`src/trap_pkg.sv`:
```
// Shared constants, command and status types for the trapezoid integrator.
package trap_pkg;

  // Number format and problem size
  localparam int FRAC_BITS    = 24;
  localparam int MAX_SEGMENTS = 65536;

  // Port field widths
  localparam int IN_W     = 32;
  localparam int SEG_IN_W = 17;
  localparam int AREA_W   = 39;

  // Internal widths
  localparam int SUM_W   = 48;
  localparam int CNT_W   = $clog2(MAX_SEGMENTS + 1);
  localparam int XW      = $clog2(MAX_SEGMENTS) + IN_W + 2;
  localparam int PROD_W  = 2 * IN_W;
  localparam int Q_W     = FRAC_BITS + 3;
  localparam int DEN_W   = SUM_W + 1;
  localparam int DCNT_W  = $clog2(Q_W);
  localparam int FULL_W  = IN_W + SUM_W;

  localparam logic [SUM_W-1:0] SUM_MAX = '1;

  // Which abscissa the shared f(x) unit works on
  typedef enum logic [1:0] {
    PT_START,
    PT_END,
    PT_INNER
  } pt_t;

  // Controller to datapath commands
  typedef struct packed {
    logic load;
    logic sq;
    logic dinit;
    logic dstep;
    logic acc;
    logic mul_lo;
    logic mul_hi;
    logic finish;
    pt_t  pt;
  } cmd_t;

  // Datapath to controller status
  typedef struct packed {
    logic div_last;
    logic more;
  } stat_t;

endpackage

```
`src/trap_dp.sv`:
```
// Datapath: shared multiplier, restoring divider, saturating sum and area scaling.
module trap_dp (
  input  logic                           clk,
  input  logic signed [trap_pkg::IN_W-1:0] x_start,
  input  logic signed [trap_pkg::IN_W-1:0] x_end,
  input  logic [trap_pkg::IN_W-1:0]      step_width,
  input  logic [trap_pkg::SEG_IN_W-1:0]  segments,
  input  trap_pkg::cmd_t                 cmd,
  output trap_pkg::stat_t                stat,
  output logic [trap_pkg::AREA_W-1:0]    area,
  output logic                           saturated
);
  import trap_pkg::*;

  localparam logic [DEN_W-1:0] REM_INIT = DEN_W'(1) << (FRAC_BITS - 1);
  localparam logic [DEN_W-1:0] ONE_FX   = DEN_W'(1) << FRAC_BITS;

  // Request registers and loop state
  logic signed [IN_W-1:0] xs_q;
  logic signed [IN_W-1:0] xe_q;
  logic [IN_W-1:0]        h_q;
  logic [CNT_W-1:0]       n_q;
  logic [CNT_W-1:0]       idx_q;
  logic signed [XW-1:0]   cur_x;
  logic [SUM_W-1:0]       sum_q;
  logic                   sat_q;

  // Multiplier and divider registers
  logic [PROD_W-1:0] prod_q;
  logic [PROD_W-1:0] p0_q;
  logic              big_q;
  logic [DEN_W-1:0]  den_q;
  logic [DEN_W-1:0]  rem_q;
  logic [Q_W-1:0]    quo_q;
  logic [DCNT_W-1:0] dcnt_q;

  // Combinational signals
  logic [CNT_W-1:0]     n_in;
  logic signed [XW-1:0] x_sel;
  logic [XW-1:0]        ax;
  logic                 big;
  logic [IN_W-1:0]      mul_a;
  logic [IN_W-1:0]      mul_b;
  logic [PROD_W-1:0]    sq_raw;
  logic [SUM_W-1:0]     sq;
  logic [DEN_W:0]       trial;
  logic [DEN_W:0]       diff;
  logic                 ge;
  logic [Q_W:0]         addend;
  logic [SUM_W:0]       acc_sum;
  logic [FULL_W-1:0]    full;
  logic                 area_ovf;
  logic signed [XW-1:0] h_ext;
  logic signed [XW-1:0] hin_ext;

  // Segment count clamp
  assign n_in = (32'(segments) > 32'(MAX_SEGMENTS)) ? CNT_W'(MAX_SEGMENTS) : CNT_W'(segments);

  assign h_ext   = {{(XW - IN_W){1'b0}}, h_q};
  assign hin_ext = {{(XW - IN_W){1'b0}}, step_width};

  // Abscissa select and magnitude
  always_comb begin
    case (cmd.pt)
      PT_START: x_sel = XW'(xs_q);
      PT_END:   x_sel = XW'(xe_q);
      default:  x_sel = cur_x;
    endcase
  end

  assign ax  = x_sel[XW-1] ? XW'(-x_sel) : XW'(x_sel);
  assign big = |ax[XW-1:IN_W];

  // Shared 32x32 multiplier operands
  always_comb begin
    if (cmd.mul_lo) begin
      mul_a = h_q;
      mul_b = sum_q[IN_W-1:0];
    end else if (cmd.mul_hi) begin
      mul_a = h_q;
      mul_b = IN_W'(sum_q[SUM_W-1:IN_W]);
    end else begin
      mul_a = ax[IN_W-1:0];
      mul_b = ax[IN_W-1:0];
    end
  end

  // Square scaled back to Q.FRAC, saturating
  assign sq_raw = prod_q >> FRAC_BITS;
  assign sq     = (big_q || (sq_raw > PROD_W'(SUM_MAX))) ? SUM_MAX : sq_raw[SUM_W-1:0];

  // One restoring division step
  assign trial = {rem_q, 1'b0};
  assign diff  = trial - {1'b0, den_q};
  assign ge    = (trial >= {1'b0, den_q});

  // Interior points count twice
  assign addend  = (cmd.pt == PT_INNER) ? {quo_q, 1'b0} : {1'b0, quo_q};
  assign acc_sum = {1'b0, sum_q} + (SUM_W + 1)'(addend);

  // Exact h * sum from the two partial products
  assign full     = FULL_W'(p0_q) + (FULL_W'(prod_q) << IN_W);
  assign area_ovf = |full[FULL_W-1:FRAC_BITS+1+AREA_W];

  assign stat.div_last = (dcnt_q == '0);
  assign stat.more     = (idx_q < n_q);

  // Request capture and loop variables
  always_ff @(posedge clk) begin
    if (cmd.load) begin
      xs_q  <= x_start;
      xe_q  <= x_end;
      h_q   <= step_width;
      n_q   <= n_in;
      idx_q <= CNT_W'(1);
      cur_x <= XW'(x_start) + hin_ext;
      sum_q <= '0;
      sat_q <= 1'b0;
    end else if (cmd.acc) begin
      if (acc_sum[SUM_W]) begin
        sum_q <= SUM_MAX;
        sat_q <= 1'b1;
      end else begin
        sum_q <= acc_sum[SUM_W-1:0];
      end
      if (cmd.pt == PT_INNER) begin
        cur_x <= cur_x + h_ext;
        idx_q <= idx_q + CNT_W'(1);
      end
    end
  end

  // Multiplier output register
  always_ff @(posedge clk) begin
    if (cmd.sq || cmd.mul_lo || cmd.mul_hi) begin
      prod_q <= PROD_W'(mul_a) * PROD_W'(mul_b);
    end
    if (cmd.sq) begin
      big_q <= big;
    end
    if (cmd.mul_hi) begin
      p0_q <= prod_q;
    end
  end

  // Divider: 4.0 in Q.FRAC over (1 + x^2), one quotient bit a cycle
  always_ff @(posedge clk) begin
    if (cmd.dinit) begin
      den_q  <= ONE_FX + DEN_W'(sq);
      rem_q  <= REM_INIT;
      quo_q  <= '0;
      dcnt_q <= DCNT_W'(Q_W - 1);
    end else if (cmd.dstep) begin
      rem_q  <= ge ? diff[DEN_W-1:0] : trial[DEN_W-1:0];
      quo_q  <= {quo_q[Q_W-2:0], ge};
      dcnt_q <= dcnt_q - DCNT_W'(1);
    end
  end

  // Result register
  always_ff @(posedge clk) begin
    if (cmd.finish) begin
      area      <= area_ovf ? {AREA_W{1'b1}} : full[FRAC_BITS+AREA_W:FRAC_BITS+1];
      saturated <= sat_q | area_ovf;
    end
  end

endmodule

```
`src/trap_ctrl.sv`:
```
// Controller: sequences endpoint and interior evaluations, then the area scaling.
module trap_ctrl (
  input  logic            clk,
  input  logic            rst,
  input  logic            in_valid,
  output logic            in_stall,
  output logic            out_valid,
  input  logic            out_stall,
  input  trap_pkg::stat_t stat,
  output trap_pkg::cmd_t  cmd
);
  import trap_pkg::*;

  typedef enum logic [3:0] {
    S_IDLE,
    S_SQ,
    S_DINIT,
    S_DIV,
    S_ACC,
    S_CHECK,
    S_MUL_LO,
    S_MUL_HI,
    S_FIN
  } state_t;

  state_t state;
  pt_t    pt_q;
  logic   out_free;

  assign out_free = !out_valid || !out_stall;
  assign in_stall = (state != S_IDLE);

  // Commands decoded from state
  always_comb begin
    cmd        = '0;
    cmd.pt     = pt_q;
    case (state)
      S_IDLE:   cmd.load   = in_valid;
      S_SQ:     cmd.sq     = 1'b1;
      S_DINIT:  cmd.dinit  = 1'b1;
      S_DIV:    cmd.dstep  = 1'b1;
      S_ACC:    cmd.acc    = 1'b1;
      S_MUL_LO: cmd.mul_lo = 1'b1;
      S_MUL_HI: cmd.mul_hi = 1'b1;
      S_FIN:    cmd.finish = out_free;
      default:  cmd        = '0;
    endcase
  end

  // State and result valid
  always_ff @(posedge clk) begin
    if (rst) begin
      state     <= S_IDLE;
      pt_q      <= PT_START;
      out_valid <= 1'b0;
    end else begin
      if (cmd.finish) begin
        out_valid <= 1'b1;
      end else if (!out_stall) begin
        out_valid <= 1'b0;
      end
      case (state)
        S_IDLE: begin
          if (in_valid) begin
            pt_q  <= PT_START;
            state <= S_SQ;
          end
        end
        S_SQ:    state <= S_DINIT;
        S_DINIT: state <= S_DIV;
        S_DIV: begin
          if (stat.div_last) state <= S_ACC;
        end
        S_ACC: begin
          if (pt_q == PT_START) begin
            pt_q  <= PT_END;
            state <= S_SQ;
          end else begin
            state <= S_CHECK;
          end
        end
        S_CHECK: begin
          if (stat.more) begin
            pt_q  <= PT_INNER;
            state <= S_SQ;
          end else begin
            state <= S_MUL_LO;
          end
        end
        S_MUL_LO: state <= S_MUL_HI;
        S_MUL_HI: state <= S_FIN;
        S_FIN: begin
          if (out_free) state <= S_IDLE;
        end
        default: state <= S_IDLE;
      endcase
    end
  end

endmodule

```
`src/trapezoid_integrate_recip_quadratic.sv`:
```
// Top level: trapezoidal rule integrator of 4/(1+x^2) in signed Q8.24.
//
//   channel  direction  handshake            payload
//   in       request    in_valid / in_stall  x_start, x_end, step_width, segments
//   out      result     out_valid/out_stall  area, saturated
//
// Each f(x) is one square on the shared 32x32 multiplier, one
// divisor set-up, 27 restoring division steps and one saturating add.
// A request evaluates both endpoints and the n-1 interior points for n >= 1
// segments, none for n = 0; a new request is taken once the previous result
// sits in the output register. Synchronous reset returns the controller to idle.
// A stalled result holds; the next request finishes only once it has left.
module trapezoid_integrate_recip_quadratic (
  input  logic                             clk,
  input  logic                             rst,
  input  logic                             in_valid,
  output logic                             in_stall,
  input  logic signed [trap_pkg::IN_W-1:0] x_start,
  input  logic signed [trap_pkg::IN_W-1:0] x_end,
  input  logic [trap_pkg::IN_W-1:0]        step_width,
  input  logic [trap_pkg::SEG_IN_W-1:0]    segments,
  output logic                             out_valid,
  input  logic                             out_stall,
  output logic [trap_pkg::AREA_W-1:0]      area,
  output logic                             saturated
);
  import trap_pkg::*;

  cmd_t  cmd;
  stat_t stat;

  trap_ctrl u_ctrl (
    .clk       (clk),
    .rst       (rst),
    .in_valid  (in_valid),
    .in_stall  (in_stall),
    .out_valid (out_valid),
    .out_stall (out_stall),
    .stat      (stat),
    .cmd       (cmd)
  );

  trap_dp u_dp (
    .clk        (clk),
    .x_start    (x_start),
    .x_end      (x_end),
    .step_width (step_width),
    .segments   (segments),
    .cmd        (cmd),
    .stat       (stat),
    .area       (area),
    .saturated  (saturated)
  );

endmodule
```
`config.mk`:
```
export PLATFORM = sky130hd
export DESIGN_NAME = trapezoid_integrate_recip_quadratic
export DESIGN_NICKNAME = d
export VERILOG_FILES = /design/src/trap_pkg.sv /design/src/trap_dp.sv /design/src/trap_ctrl.sv /design/src/trapezoid_integrate_recip_quadratic.sv
export SDC_FILE = /design/constraint.sdc
export NUM_CORES = 2
export LEC_CHECK = 0
export ABC_CLOCK_PERIOD_IN_PS = 22200
export BUFFER_PORTS_ARGS = -buffer_cell sky130_fd_sc_hd__buf_2
export CAP_MARGIN = 15
export CORE_MARGIN = 3
export CORE_UTILIZATION = 35
export DETAILED_ROUTE_END_ITERATION = 12
export PLACE_DENSITY_LB_ADDON = 0.3
export REMOVE_ABC_BUFFERS = 1
export SYNTH_ARGS = -nofsm -noshare
export SYNTH_HDL_FRONTEND = slang
export SYNTH_HIERARCHICAL = 1
export SYNTH_SLANG_ARGS = --single-unit
```
`constraint.sdc`:
```
create_clock -name clk -period 22.2 [get_ports clk]
set_clock_uncertainty 0.1 [all_clocks]
set_input_delay 2.22 -clock clk [delete_from_list [all_inputs] [get_ports clk]]
set_output_delay 2.22 -clock clk [all_outputs]
set_load 0.01 [all_outputs]
```
==> results.ini <==
[run_status]
status=finished clean

[clock_tree]
htreeDepth=2
cts-buffers-inserted=61
postCtsHoldBufs=0
clk_path_buf_depth=3
post_cts_buffers=0
cts_num_sinks=510
path_clk_slew_ns=0.06
clock-root-buffer=clkbuf_16
ctsResizeCount=0
clock_latency_ns=0.71
cts_tree=yes

[floorplanning]
die_area_um2=189000
ioPinCount=159
die-height_um=435
rows=156
die_x_um=435
initial_core_util=0.354
coreArea_um2=182000

[drt]
wirelength_um=209000
avgViaCountPerCell=5.30
num_vias=51000
drt_first_pass_iters=5
drc=0
drtAntennaViolNets=0
drtIter0Drc=4053
post_drt_wl_per_cell_um=21.7

[min_path]
worstHoldStart=u_dp/sat_q$_SDFFE_PP0P_
min_to=u_dp/sat_q$_SDFFE_PP0P_
min-delay-path-class=register to register
whs_path_depth=2

[global_routing]
grt_pass1_wl_um=318000
track_usage=0.218
grt_max_degree=140
grt_pass1_vias=51700
antenna_found_initial=1
overflow=0

[sta]
worst_pin_slew_ns=1.26
finalSetupTns_ns=0
slew_viol_final=0
min_period_ns=13.28
maxSlewHeadroom=0.157
hold_violations=0
grt_setup_unrepaired=false
fmax_mhz=75.3
setup_viol=0
final.period_utilization=0.598

[critical_path]
cpMostUsedCell=fa_1
endpoint_kind=register
critPathMaxFanout=41
worst_path_max_delay_cell=nor4_1
cpPeakStageDelay_ns=0.62
worstPathArrival_ns=13.62
r2r_cells=41
r2r_slack_ns=8.92
crit_family=adder cells
startpoint_type=register
timing.critical_path.buf_inv=8
rr_endpoint=u_dp/prod_q[62]$_DFFE_PP_
crit_type=register to register
rr_startpoint=u_ctrl/state[1]$_SDFFE_PP0P_
required_ns=22.53
crit_cells=41

[final_layout]
n_antenna_cell=0
syn2layout_area_growth_pct=8.68
fillers=18400
multi_input_comb_area_um2=45500
final_nets=8599
layout-drive-gt1-share=0.0726
regArea_um2=13800

[yosys]
ys_seq_area_frac=0.214
synth_edf_count=356
avgSynthCellArea_um2=8.99
yosys_warnings=6
yosysUniqueCellTypes=94
ys_seq_elements=510
syn_inst=7156
synth_top_flop_cell=edfxtp_1
async_flop_share=0
synth.cell_area_um2=64300

[place]
place_hpwl_um=161000
io_buffers=158
gp_congestion=0.973

[run]
drv_cap=0

==> logic make-up (layout without fill, tap and decap cells) <==
kind of cell,count (synthesis),after routing,share of synthesized area
buffers and inverters,1399,1416,0.0830
AND/OR/NAND/NOR,2304,2304,0.157
adder cells (fa/ha/maj),1358,1358,0.369
flip-flops,510,510,0.214
AO/OA/AOI/OAI,1178,1178,0.118
multiplexers,129,129,0.0211
XOR/XNOR,277,277,0.0377
other,1,4,0.0000583
==> worst max path at each step <==
stage	startpoint	end	slack (ns)
global placement	u_ctrl/state[1]$_SDFFE_PP0P_	u_dp/prod_q[60]$_DFFE_PP_	9.23
floorplan	u_ctrl/state[2]$_SDFFE_PP0P_	u_dp/prod_q[62]$_DFFE_PP_	9.19
global route	u_ctrl/state[1]$_SDFFE_PP0P_	u_dp/prod_q[57]$_DFFE_PP_	8.10
CTS	u_ctrl/state[1]$_SDFFE_PP0P_	u_dp/prod_q[62]$_DFFE_PP_	8.98
detailed placement	u_ctrl/state[1]$_SDFFE_PP0P_	u_dp/prod_q[62]$_DFFE_PP_	9.00
finish	u_ctrl/state[1]$_SDFFE_PP0P_	u_dp/prod_q[62]$_DFFE_PP_	8.92
==> per-layer routing <==
metal / vias up / track usage / wire (um)
met3: 371 / 0.0614 / 20700
met5: - / 0.00176 / 13
met2: 2030 / 0.335 / 90700
li1: 23300 / - / -
met4: 2 / 0.0721 / 7790
met1: 25400 / 0.295 / 89800
==> Yosys cell counts, types with 10 or more instances <==
master | n | area (um^2)
nor2_1 | 899 | 3370
o22ai_1 | 11 | 68.8
nor2b_1 | 45 | 282
or2_2 | 44 | 275
xnor2_1 | 163 | 1430
a311oi_1 | 41 | 359
nor3_1 | 52 | 260
a41oi_1 | 14 | 123
inv_1 | 1041 | 3910
or3_1 | 29 | 181
nand2_1 | 814 | 3060
and2_1 | 38 | 238
o211ai_1 | 24 | 180
o21bai_1 | 48 | 360
xor2_1 | 114 | 998
mux2_2 | 44 | 495
dfxtp_1 | 154 | 3080
buf_2 | 20 | 100
o21a_1 | 41 | 308
ha_1 | 457 | 5720
edfxtp_1 | 356 | 10700
nand3_1 | 110 | 551
a21boi_0 | 13 | 97.6
fa_1 | 901 | 18000
or4_1 | 10 | 75.1
and4_1 | 11 | 96.3
o31ai_1 | 20 | 150
a211oi_1 | 67 | 503
nor3b_1 | 10 | 75.1
nand2b_1 | 88 | 551
o21ai_0 | 220 | 1100
nor4_1 | 20 | 125
and3_1 | 51 | 319
clkbuf_1 | 311 | 1170
nand4_1 | 56 | 350
a31oi_1 | 36 | 225
mux2i_1 | 79 | 791
buf_1 | 16 | 60.1
a21oi_1 | 343 | 1720
a21o_1 | 192 | 1440
==> placed cells by master, fill, tap and decap left out, drive strengths merged, types with 17 or more instances in the layout <==
master	synthesis	routed
xnor2	163	163
nor4	21	21
o21a	41	41
nor3	52	52
fa	901	901
a21o	192	192
inv	1042	1050
edfxtp	356	356
nand4	56	56
xor2	114	114
and3	51	51
mux2	48	48
or2	45	45
nand2b	88	88
a21oi	346	346
or3	30	30
o31ai	20	20
a31oi	36	36
buf	46	259
a311oi	42	42
o21bai	48	48
nor2b	45	45
dfxtp	154	154
o21ai	228	228
ha	457	457
clkinv	0	17
nor2	899	899
a211oi	67	67
nand2	814	814
o211ai	24	24
mux2i	81	81
and2	38	38
nand3	110	110
clkbuf	311	77
==> registers in the layout, summed over array words and instances, names as in the netlist, 32 cells and up <==
name and count:
u_dp/den_q 49, u_dp/xs_q 32, u_dp/prod_q 64, u_dp/p0_q 39
u_dp/sum_q 48, u_dp/area 39, u_dp/xe_q 32, u_dp/cur_x 50
u_dp/rem_q 49, u_dp/h_q 32
==> layout make-up <==
class                   instances  area share
clock buffers                  77      0.0237
clock inverters                38     0.00676
inverters                    1042      0.0559
multi-input cells            5250       0.650
flip-flops and latches        510       0.197
well taps                    2449      0.0438
repair buffers                259      0.0223
==> metrics by stage <==
step	area [um^2]	util	std cells	hold slack (ns)	setup WS, ns
after global routing	69900	0.385	9625	0.406	8.10
after CTS	69900	0.385	9625	0.384	8.98
after global placement	67800	0.373	9510	0.369	9.23
after floorplan	62900	-	6802	0.331	9.19
after detailed placement	67800	0.373	9510	0.373	9.00
final	69900	0.385	9625	0.382	8.92
==> tightest hold or removal path, delay by kind of cell (launching register included) <==
family | cells | cell delay [ns]
flops | 1 | 0.29
buf+inv | 1 | 0.08
compound gates | 1 | 0.06
Power is not shown: default switching activity piles up to over one toggle a cycle in this logic, so the estimate is an artifact.
